==> src/rtl/twdbm_pkg.sv <==
// Shared types and constants for the two-wire display bus master.
// No dependencies; used by twdbm_tick and the top level.
package twdbm_pkg;

   localparam int BITS_PER_BYTE = 8;

   // Phase at which the bit loop of a write ends (three ticks per bit)
   localparam logic [4:0] WR_BITS_END = 5'(3 * BITS_PER_BYTE);
   // Phase at which the bit loop of a read ends (two ticks per bit)
   localparam logic [4:0] RD_BITS_END = 5'(2 * BITS_PER_BYTE);

   typedef enum logic [2:0] {
      OP_IDLE  = 3'd0,
      OP_START = 3'd1,
      OP_WRITE = 3'd2,
      OP_READ  = 3'd3,
      OP_STOP  = 3'd4
   } op_type;

   // Sub-step of one written bit: set DIO, raise CLK, lower CLK
   typedef enum logic [1:0] {
      SUB_DATA = 2'd0,
      SUB_RISE = 2'd1,
      SUB_FALL = 2'd2
   } sub_type;

   typedef struct packed {
      op_type     op;
      logic [4:0] phase;
      sub_type    sub;
      logic [7:0] shift;
      logic       clk_level;
      logic       dio_level;
      logic       drive_en;
   } state_type;

   typedef struct packed {
      logic       read_valid;
      logic [7:0] read_byte;
      logic       ready_res;
      logic       dio_drive;
      logic       dio_out;
      logic       clk_out;
   } result_type;

endpackage

==> src/rtl/two_wire_display_bus_master_top.sv <==
// Top level of the two-wire display bus master: stream ports, state and result registers.
// Depends on twdbm_pkg and twdbm_tick.
// Latency: the result of a tick request is on rsp_* the cycle after it is accepted.
// Throughput: one tick request per clock; the single result register is refilled
//   in the same cycle it is drained, so req_tready only drops while a result waits.
// Reset: synchronous, active high; bus idle with CLK and DIO high and DIO driven.
module two_wire_display_bus_master_top (
   input  logic        clock,
   input  logic        reset,
   // tick request channel
   input  logic        req_tvalid,
   output logic        req_tready,
   input  logic [2:0]  req_tuser,   // [2:0] func
   input  logic [15:0] req_tdata,   // [7:0] send_byte, [8] dio_in, [15:9] zero
   // result channel
   output logic        rsp_tvalid,
   input  logic        rsp_tready,
   output logic [15:0] rsp_tdata    // [0] clk_out, [1] dio_out, [2] dio_drive,
                                    // [3] ready_res, [11:4] read_byte,
                                    // [12] read_valid, [15:13] zero
);
   import twdbm_pkg::*;

   state_type  state_ff;
   state_type  state_in;
   result_type rsp_ff;
   result_type rsp_in;
   logic       rsp_valid_ff;
   logic       req_accept;

   // accept whenever the result register is empty or is being drained
   assign req_tready = !rsp_valid_ff || rsp_tready;
   assign req_accept = req_tvalid && req_tready;

   twdbm_tick u_tick (
      .st        (state_ff),
      .func      (req_tuser),
      .send_byte (req_tdata[7:0]),
      .dio_in    (req_tdata[8]),
      .st_next   (state_in),
      .res       (rsp_in)
   );

   always_ff @(posedge clock) begin
      if (reset) begin
         state_ff.op        <= OP_IDLE;
         state_ff.phase     <= '0;
         state_ff.sub       <= SUB_DATA;
         state_ff.shift     <= '0;
         state_ff.clk_level <= 1'b1;
         state_ff.dio_level <= 1'b1;
         state_ff.drive_en  <= 1'b1;
         rsp_valid_ff       <= 1'b0;
      end else begin
         // advance the sequencer one tick per accepted request
         if (req_accept) begin
            state_ff     <= state_in;
            rsp_valid_ff <= 1'b1;
         end else if (rsp_tready) begin
            rsp_valid_ff <= 1'b0;
         end
      end
   end

   // payload holds while the result waits
   always_ff @(posedge clock) begin
      if (req_accept) begin
         rsp_ff <= rsp_in;
      end
   end

   assign rsp_tvalid = rsp_valid_ff;
   assign rsp_tdata  = {3'b000, rsp_ff.read_valid, rsp_ff.read_byte, rsp_ff.ready_res,
                        rsp_ff.dio_drive, rsp_ff.dio_out, rsp_ff.clk_out};

endmodule

==> src/rtl/twdbm_tick.sv <==
// One bit-delay tick of the bus sequencer: next state and line levels.
// Depends on twdbm_pkg.
module twdbm_tick (
   input  twdbm_pkg::state_type  st,
   input  logic [2:0]            func,
   input  logic [7:0]            send_byte,
   input  logic                  dio_in,
   output twdbm_pkg::state_type  st_next,
   output twdbm_pkg::result_type res
);
   import twdbm_pkg::*;

   state_type cur;
   state_type nxt;
   logic      valid;

   always_comb begin
      // take a request only while idle; unknown codes count as none
      cur = st;
      if (st.op == OP_IDLE && func >= 3'(OP_START) && func <= 3'(OP_STOP)) begin
         cur.op    = op_type'(func);
         cur.phase = '0;
         cur.sub   = SUB_DATA;
         if (op_type'(func) == OP_WRITE) begin
            cur.shift = send_byte;
         end
      end

      nxt   = cur;
      valid = 1'b0;
      unique case (cur.op)
         OP_IDLE: begin
            // hold the lines
         end
         OP_START: begin
            if (cur.phase == 5'd0) begin
               nxt.dio_level = 1'b0;
               nxt.phase     = 5'd1;
            end else begin
               nxt.clk_level = 1'b0;
               nxt.op        = OP_IDLE;
               nxt.phase     = '0;
            end
         end
         OP_STOP: begin
            priority if (cur.phase == 5'd0) begin
               nxt.dio_level = 1'b0;
               nxt.phase     = 5'd1;
            end else if (cur.phase == 5'd1) begin
               nxt.clk_level = 1'b1;
               nxt.phase     = 5'd2;
            end else begin
               nxt.dio_level = 1'b1;
               nxt.op        = OP_IDLE;
               nxt.phase     = '0;
            end
         end
         OP_WRITE: begin
            priority if (cur.phase < WR_BITS_END) begin
               unique case (cur.sub)
                  SUB_DATA: begin
                     nxt.dio_level = cur.shift[0];
                     nxt.sub       = SUB_RISE;
                  end
                  SUB_RISE: begin
                     nxt.clk_level = 1'b1;
                     nxt.sub       = SUB_FALL;
                  end
                  default: begin
                     nxt.clk_level = 1'b0;
                     nxt.shift     = {1'b0, cur.shift[7:1]};
                     nxt.sub       = SUB_DATA;
                  end
               endcase
               nxt.phase = cur.phase + 5'd1;
            end else if (cur.phase == WR_BITS_END) begin
               // release DIO for the acknowledge clock
               nxt.dio_level = 1'b1;
               nxt.drive_en  = 1'b0;
               nxt.phase     = cur.phase + 5'd1;
            end else if (cur.phase == WR_BITS_END + 5'd1) begin
               nxt.clk_level = 1'b1;
               nxt.phase     = cur.phase + 5'd1;
            end else if (cur.phase == WR_BITS_END + 5'd2) begin
               nxt.clk_level = 1'b0;
               nxt.phase     = cur.phase + 5'd1;
            end else begin
               nxt.drive_en  = 1'b1;
               nxt.dio_level = 1'b1;
               nxt.op        = OP_IDLE;
               nxt.phase     = '0;
               nxt.sub       = SUB_DATA;
            end
         end
         OP_READ: begin
            priority if (cur.phase == 5'd0) begin
               nxt.drive_en = 1'b0;
               nxt.shift    = '0;
               nxt.phase    = 5'd1;
            end else if (cur.phase <= RD_BITS_END) begin
               if (cur.phase[0]) begin
                  // sample while CLK is high, first bit ends in bit 7
                  nxt.clk_level = 1'b1;
                  nxt.shift     = {cur.shift[6:0], dio_in};
               end else begin
                  nxt.clk_level = 1'b0;
               end
               nxt.phase = cur.phase + 5'd1;
            end else if (cur.phase == RD_BITS_END + 5'd1) begin
               nxt.drive_en = 1'b1;
               nxt.phase    = cur.phase + 5'd1;
            end else if (cur.phase == RD_BITS_END + 5'd2) begin
               nxt.dio_level = 1'b0;
               nxt.phase     = cur.phase + 5'd1;
            end else if (cur.phase == RD_BITS_END + 5'd3) begin
               nxt.clk_level = 1'b1;
               nxt.phase     = cur.phase + 5'd1;
            end else begin
               nxt.clk_level = 1'b0;
               nxt.dio_level = 1'b1;
               nxt.op        = OP_IDLE;
               nxt.phase     = '0;
               valid         = 1'b1;
            end
         end
         default: begin
            nxt.op = OP_IDLE;
         end
      endcase
   end

   assign st_next        = nxt;
   assign res.clk_out    = nxt.clk_level;
   assign res.dio_out    = nxt.dio_level;
   assign res.dio_drive  = nxt.drive_en;
   assign res.ready_res  = (nxt.op == OP_IDLE);
   assign res.read_byte  = valid ? nxt.shift : 8'd0;
   assign res.read_valid = valid;

endmodule

==> config.mk <==
export PLATFORM = sky130hd
export DESIGN_NAME = two_wire_display_bus_master_top
export DESIGN_NICKNAME = d
export VERILOG_FILES = /design/src/rtl/twdbm_pkg.sv /design/src/rtl/two_wire_display_bus_master_top.sv /design/src/rtl/twdbm_tick.sv
export SDC_FILE = /design/constraint.sdc
export NUM_CORES = 1
export LEC_CHECK = 0
export BUFFER_PORTS_ARGS = -buffer_cell sky130_fd_sc_hd__clkbuf_2
export CORE_MARGIN = 4
export CORE_UTILIZATION = 51
export DETAILED_ROUTE_END_ITERATION = 12
export PLACE_DENSITY = 0.77
export RECOVER_POWER = 50
export SETUP_SLACK_MARGIN = 0.2
export SLEW_MARGIN = 10
export SYNTH_ARGS = -nofsm -noshare
export SYNTH_HDL_FRONTEND = slang
export SYNTH_SLANG_ARGS = --single-unit
==> constraint.sdc <==
create_clock -name clock -period 5.1 [get_ports clock]
set_input_delay 1.275 -clock clock [delete_from_list [all_inputs] [get_ports clock]]
set_output_delay 1.275 -clock clock [all_outputs]
set_load 0.1 [all_outputs]
==> results of run 1 <==
metal layers:
layer	part of all wire, %	wire length [um]	GRT usage, %	up-vias
met5	0	0	0	-
met4	1.3	81	5.59	0
met3	8.0	514	4.82	13
met2	47	3030	33.8	130
met1	44	2840	28.7	1099
li1	-	-	-	1150
path summary, 6_finish.rpt:
path,start,end,slack [ns],depth (start not counted)
hold / removal,state_ff[1]$_SDFFE_PP1P_,state_ff[1]$_SDFFE_PP1P_,0.51,2
hold reg to reg,state_ff[1]$_SDFFE_PP1P_,state_ff[1]$_SDFFE_PP1P_,0.51,2
setup / recovery,req_tuser[0],rsp_tdata[0]$_DFFE_PP_,0.93,12
setup reg to reg,state_ff[20]$_SDFFE_PP0P_,rsp_tdata[8]$_SDFFCE_PN0P_,1.62,8
logic make-up after synthesis:
kind of cell               after synthesis  share of synthesized area (%)
buffers and inverters                   33                           6.26
and+or+nand+nor                        105                           22.1
AOI/OAI and AO/OA                      100                           28.7
xor gates and xnor gates                 3                           1.05
muxes                                   16                           6.46
other                                    1                          0.150
DFF                                     35                           33.2
adders and majority gates                4                           2.00
stage by stage:
stage	setup slack (ns)	hold WS, ns	instance area, um2	cells
floorplan	1.10	0.469	2510	299
global placement	0.834	0.484	2650	377
detailed placement	0.820	0.504	2650	377
CTS	1.06	0.515	2760	385
global route	0.693	0.561	2730	385
finish	0.928	0.514	2730	385
area by class of cell:
class | instances | area [um2] | area share [%]
sequential | 35 | 831 | 30.4
timing repair buffer | 32 | 136 | 5.00
tap | 67 | 83.8 | 3.07
clock buffer | 5 | 68.8 | 2.52
multi-input combinational | 231 | 1520 | 55.7
inverter | 12 | 45.0 | 1.65
clock inverter | 3 | 43.8 | 1.60
sequential cells by signal (all words and copies together) (netlist names):
register    count
rsp_tdata      13
rsp_tvalid      1
state_ff       21
cell usage in the layout (no fill, tap or decap), types with 7 or more instances in the layout:
cell	synthesis	layout
a21oi_1	21	21
a31oi_1	7	7
and2_1	7	7
clkbuf_1	10	19
clkbuf_2	0	13
dfxtp_1	22	22
edfxtp_1	13	13
inv_1	12	12
mux2i_1	15	15
nand2_1	21	21
nand3_1	7	7
nor2_1	33	33
nor3_1	7	7
o21ai_0	22	22
power by group:
group | total [mW] | internal [mW] | switching [mW]
registers | 0.330 | 0.313 | 0.0177
clock network | 0.252 | 0.146 | 0.106
logic | 0.271 | 0.0725 | 0.198
worst max-delay path: cells and delay by family:
kind | cells | cell delay (ns)
AO/OA/AOI/OAI | 3 | 0.60
buffers and inverters | 2 | 0.29
AND/OR/NAND/NOR | 6 | 1.64
adder cells (fa/ha/maj) | 1 | 0.37
==> metrics.txt, run 1 <==
Cell Pwr Density 312 nW/um2; Worst Tran Pin Value 1.40 ns; register area share after synthesis 33.2%; count leader, synth nor2_1; kind of end point of the critical path flip-flop; Finished Core Util 57.8%; Slew Viols, Final 0; postcts setup bufs 0; worst path required time about 5 ns; total gr overflow 0; peak supply drop around 0.15 mV; total global-route track usage 21.1%; Starting Density 52.9%; Total Power 853 uW; hold_buf cts 0; Ports 41; Most used DFF post-synth dfxtp_1; Yosys warnings 0; area share of the largest cell type after synthesis ~18%; Die W just under 80 um; Critical Setup Path Class in2reg; crit-path max FO 15; Post-Route Skew 0.00546 ns; Post-synth EDFFs 13; CTS Buf Count 5; Final nets roughly 340; largest area contributor in the netlist dfxtp_1; layout cell share with drive strength beyond 1 12.6%; cells after synthesis 297; H-tree levels 2; setup TNS 0 ns; maximum root-to-sink buffer count 2; antenna diode count 0; leakage power 1.05 nW; CP peak stage delay around 0.50 ns; Total Routed Length ~6500 um; Final Hold Viols 0; die height 78.0 um; Synth area leaders dfxtp_1 18%, edfxtp_1 16%, mux2i_1 6.0%; Post-DP HPWL 4630 um; post-synthesis cell type count 66; CTS tree built; clk_lat worst skew 0.29 ns; Remaining DRCs 0; Max transition margin 6.74%; Final ANT Viol Nets 0; first-pass GRT wire length around 10000 um; Peak Freq 0.240 GHz; RSZ-0062 raised after global routing false; wire per inst 16.8 um; initial DRC count around 180; Synth Register Bits 35; port buffer count 30; vias in the first global route 2131; Critical Path Source Type input port; Synth-to-Final Area Change 9.16%; CTS clk-pin slew, worst paths roughly 0.07 ns; minimum clock period 4.17 ns; drt pass-1 iters 6; core box area 4720 um2; slowest stage cell, crit path or3b_2; CP Cell Sequence clkbuf_1, or3_1, nand3_1, and2_1, inv_1, ha_1, or3b_2, a221oi_1, o21ai_0, and3_1, a211oi_1, nand2_1; Synth Cell Area ~2500 um2; antenna violations before repair 0; Avg Synthesized Cell Area 8.42 um2; clock sinks 35; num rows 25; commonest cells in the netlist 33 x nor2_1, 22 x dfxtp_1, 22 x o21ai_0; pin count of the biggest net entering global routing 33; GP Congestion 0.943; Vias 2392; die area 6090 um2; CP arrival roughly 4.2 ns; Final period util 81.8%; Worst Hold Class reg2reg; status completed; FFs w/ async S/R, synth 0%; fillers 436; Post-CTS Resized 0; Vias/cell 6.21; Max-Cap Viols 0; final setup fails 0; root buffer cell clkbuf_8
(Power assumes the default switching activity.)
==> inputs of run 2 (changes only) <==
Settings changed: PLACE_DENSITY 0.77 to 0.8.
Clock period 5.1 ns to 3.4 ns, I/O delays scaled along.
==> run 2 against run 1 <==
Via count grew 4.6%. Worst setup slack got worse by 0.64 ns. Count of clock-buffer cells in the layout stayed put. Worst hold slack improved by 0.0043 ns. Utilization is 5.3 points higher. Final cell count increased by 6.2%.
==> metrics.txt, run 2 (synthesis gave the netlist of run 1 again) <==
root buffer cell clkbuf_8; RSZ-0062 raised after global routing false; kind of end point of the critical path flip-flop; wire per inst 16.4 um; max FFs per register 21; first-pass GRT wire length roughly 11000 um; clock power share 28.5%; CP top delay family simple AND/OR/NAND/NOR gates; final setup fails 0; setup TNS 0 ns; Final period util 91.5%; Cell Pwr Density roughly 450 nW/um2; total global-route track usage 23.0%; Total Routed Length between 6000 and 7000 um; Final nets 368; initial DRC count 280; portion of total power attributed to sequential cells ~37%; Synth-to-Final Area Change 19.2%; net switching fraction of the power 37.6%; most common cell after layout, fill and taps aside nor2_1; pin count of the biggest net entering global routing 33; Worst Hold Class reg2reg; layout cell share with drive strength beyond 1 22.8%; switching power approximately 500 uW; Crit path depth 12; CTS tree built; CTS Buf Count 5; Ports 41; core box area 4720 um2; FF-to-FF path depth 10; Starting Density 52.9%; Top reg by flops state_ff; Final Hold Viols 0; buffer and inverter count on the worst path 2; Die W 78.0 um; Critical Setup Path Class in2reg; antenna violations before repair 0; antenna diode count 0; peak supply drop roughly 0.25 mV; Worst Tran Pin Value 1.19 ns; Peak Freq roughly 0.32 GHz; most frequent cells in the layout 33 x nor2_1, 25 x buf_4, 21 x nand2_1; Min-Delay Path Depth 2; drt pass-1 iters 5; CP peak stage delay 0.41 ns; clock sinks 35; Slew Viols, Final 0; Vias 2502; port buffer count 30; GP Congestion 0.948; total gr overflow 0; placed cells 400; Post-DP HPWL 4880 um; final non-filler cell total 409; logic gate share of total power 34.6%; clk_lat worst skew 0.29 ns; Max-Cap Viols 0; Critical Path Source Type input port; worst path required time 3.42 ns; die area 6090 um2; CTS clk-pin slew, worst paths 0.08 ns; slowest stage cell, crit path or3_4; vias in the first global route about 2300; Max transition margin 20.7%; crit-path max FO 4; H-tree levels 2; Remaining DRCs 0; Vias/cell 6.12; hold_buf cts 0; Internal Power 832 uW; leakage power approximately 1.2 nW; status completed; minimum clock period between 3 and 4 ns; Post-Route Skew 0.00836 ns; num rows 25; CP Cell Sequence clkbuf_2, or3_4, nand3_4, and2_4, inv_2, ha_4, or3b_4, a221oi_2, o21ai_1, and3_1, a211oi_2, nand2_1; CP arrival ~3.1 ns; maximum root-to-sink buffer count 2; die height between 70 and 80 um; Final ANT Viol Nets 0
## run 2: power groups by stage
stage          Combinational [mW]  Sequential (mW)  Clock, mW
2_1_floorplan               0.263            0.584          0
3_3_place_gp                0.448            0.500          0
3_5_place_dp                0.453            0.501          0
4_1_cts                     0.456            0.491      0.384
5_1_grt                     0.495            0.496      0.408
6_report                    0.461            0.492      0.380
## run 2: path summary, 6_finish.rpt
path,start,endpoint,slack [ns]
max reg2reg,state_ff[20]$_SDFFE_PP0P_,rsp_tdata[0]$_DFFE_PP_,0.36
max,req_tuser[0],rsp_tdata[0]$_DFFE_PP_,0.29
min,state_ff[1]$_SDFFE_PP1P_,state_ff[1]$_SDFFE_PP1P_,0.52
min reg2reg,state_ff[1]$_SDFFE_PP1P_,state_ff[1]$_SDFFE_PP1P_,0.52
## run 2: layout make-up
cell class,instances,area [um2]
fill,416,1740
multi-input combinational,231,1580
sequential,35,833
timing repair buffer,56,322
tap,67,83.8
clock buffer,5,68.8
inverter,12,45.0
clock inverter,3,43.8
## run 2: per-layer routing
layer / routed length (um) / track usage [%]
met4: 78 / 5.77
met5: 0 / 0
met2: 3210 / 37.2
met1: 2880 / 31.7
met3: 548 / 4.47
## run 2: tightest hold or removal path, delay by kind of cell (launching register included)
kind	cells	cell delay, ns
AOI/OAI and AO/OA	2	0.15
DFF	1	0.32
## run 2: repair_timing
action                                  in CTS  in global routing
setup buffers                                0                  1
resized for setup                            0                  4
endpoints found under the setup margin       0                  9
## run 2: through the flow
stage / hold slack [ns] / util, % / setup slack [ns] / area [um2] / total power, mW
final: 0.519 / 63.1 / 0.289 / 2980 / 1.33
after global routing: 0.544 / 63.1 / 0.165 / 2980 / 1.40
after CTS: 0.523 / 63.4 / 0.338 / 2990 / 1.33
after detailed placement: 0.498 / 61.0 / 0.0408 / 2880 / 0.954
after global placement: 0.483 / 61.0 / 0.0357 / 2880 / 0.948
after floorplan: 0.469 / - / 0.0929 / 2580 / 0.847
==> inputs of run 3 (changes only) <==
Settings changed: RECOVER_POWER 50 to default.
==> run 3 against run 2 <==
Clock skew is 0.00084 ns higher. Design area is 1.1% higher. Utilization is 0.69 points higher. Die area stayed put. Sequential power hardly changed. Sequential cell count stayed put. Combinational power is 0.9% higher. Sequential share of layout area is 0.30 points lower. Critical endpoint unchanged.
==> metrics.txt, run 3 (synthesis gave the netlist of run 1 again) <==
root buffer cell clkbuf_8; slowest stage cell, crit path or3_4; Cell Pwr Density 444 nW/um2; initial DRC count approximately 340; top layer in use met4; Place WS just over 0.04 ns; Slew Viols, Final 0; final setup fails 0; CTS tree built; Final Hold Viols 0; total gr overflow 0; Final nets about 370; CTS clk-pin slew, worst paths 0.08 ns; CP top delay family simple AND/OR/NAND/NOR gates; status completed; clock power share between 20 and 30%; Critical Setup Path Class in2reg; antenna diode count 0; Vias/cell between 6 and 7; RSZ-0062 raised after global routing false; met2 wire len 3200 um; port buffer count 30; routed length on met3 606 um; minimum clock period roughly 3.1 ns; most frequent cells in the layout 33 x nor2_1, 30 x clkbuf_2, 26 x buf_4; met1 wire length 2850 um; final non-filler cell total 409; wire per inst ~16 um; first-pass GRT wire length 11300 um; Final period util between 90% and 100%; H-tree levels 2; antenna violations before repair 0; GP Congestion 0.948; net switching fraction of the power 37.5%; CP peak stage delay ~0.41 ns; num rows 25; max FFs per register 21; pin count of the biggest net entering global routing 33; portion of total power attributed to sequential cells 36.8%; placed cells 400; most common cell after layout, fill and taps aside nor2_1; Internal Power 837 uW; logic gate share of total power about a third; hold_buf cts 0; leakage power between 1 and 1.5 nW; Die W between 70 and 80 um; Vias between 2000 and 3000; Starting Density between 50 and 60%; clk_lat worst skew roughly 0.29 ns; Max transition margin a little under two thirds; die height 78.0 um; layout cell share with drive strength beyond 1 between 20% and 30%; CP Cell Sequence clkbuf_2, or3_4, nand3_4, and2_4, inv_2, ha_4, or3b_4, a221oi_2, o21ai_1, and3_1, a211oi_2, nand2_1; Max-Cap Viols 0; total global-route track usage 23.0%; CTS Buf Count 5; Total Routed Length just under 7000 um; fillers roughly 400; Critical Path Source Type input port; kind of end point of the critical path flip-flop; Post-DP HPWL 4880 um; Peak Freq 0.323 GHz; maximum root-to-sink buffer count 2; Worst Tran Pin Value 0.538 ns; peak supply drop roughly 0.25 mV; worst path required time ~3.4 ns; Ports 41; drt pass-1 iters 7; Synth-to-Final Area Change 20.5%; Worst Hold Class reg2reg; die area 6090 um2; buffer and inverter count on the worst path 2; Remaining DRCs 0; switching power between 500 and 600 uW; Finished Core Util 63.8%; CP arrival 3.12 ns; Top reg by flops state_ff; Post-Route Skew between 0.009 and 0.01 ns; vias in the first global route ~2300; core box area between 4000 and 5000 um2; clock sinks 35; Final ANT Viol Nets 0; setup TNS 0 ns; Setup WS post-layout a little over 0.3 ns; crit-path max FO 4
## run 3: changes by cell type in the layout (fill, tap and decap cells not counted), sizes merged
cell / previous run / this run
buf: 25 / 26
clkbuf: 36 / 35
## run 3: worst paths after layout
| check | slack (ns) | to | depth (start not counted) | from |
|---|---|---|---|---|
| min reg2reg | 0.52 | state_ff[1]$_SDFFE_PP1P_ | 2 | state_ff[1]$_SDFFE_PP1P_ |
| max reg2reg | 0.38 | rsp_tdata[0]$_DFFE_PP_ | 10 | state_ff[20]$_SDFFE_PP0P_ |
| max | 0.31 | rsp_tdata[0]$_DFFE_PP_ | 12 | req_tuser[0] |
| min | 0.52 | state_ff[1]$_SDFFE_PP1P_ | 2 | state_ff[1]$_SDFFE_PP1P_ |
## run 3: power by group through the flow
stage                     Sequential [mW]  Combinational, mW  Clock [mW]
final                               0.492              0.465       0.381
after global routing                0.496              0.500       0.408
after CTS                           0.491              0.456       0.384
after detailed placement            0.501              0.453           0
after global placement              0.500              0.448           0
after floorplan                     0.584              0.263           0
## run 3: layout make-up
class / count / area (um2) / area share (%)
Tap cell: 67 / 83.8 / 2.78
Timing Repair Buffer: 56 / 345 / 11.5
Multi-Input combinational cell: 231 / 1590 / 52.9
Clock buffer: 5 / 68.8 / 2.28
Sequential cell: 35 / 833 / 27.7
Inverter: 12 / 45.0 / 1.50
Clock inverter: 3 / 43.8 / 1.45
## run 3: routing by layer
metal	GRT usage [%]	vias to the layer above
met5	0	-
met4	5.77	0
met3	4.47	11
met2	37.2	148
met1	31.7	1152
li1	-	1192
## run 3: worst min-delay path: stages, from the launching register on
cell      delay [ns]
dfxtp_1         0.32
o31ai_1         0.06
o211ai_1        0.09
## run 3: metrics by stage
step	instance area [um2]	total power, mW	hold WS (ns)
after global placement	2880	0.948	0.483
after detailed placement	2880	0.954	0.498
after floorplan	2580	0.847	0.469
final	3010	1.34	0.521
after global routing	3010	1.40	0.544
after CTS	2990	1.33	0.523
## run 3: what timing repair did
item | 4_1_cts | 5_1_grt
setup endpoints to repair | 0 | 9
setup buffers | 0 | 1
resized for setup | 0 | 4
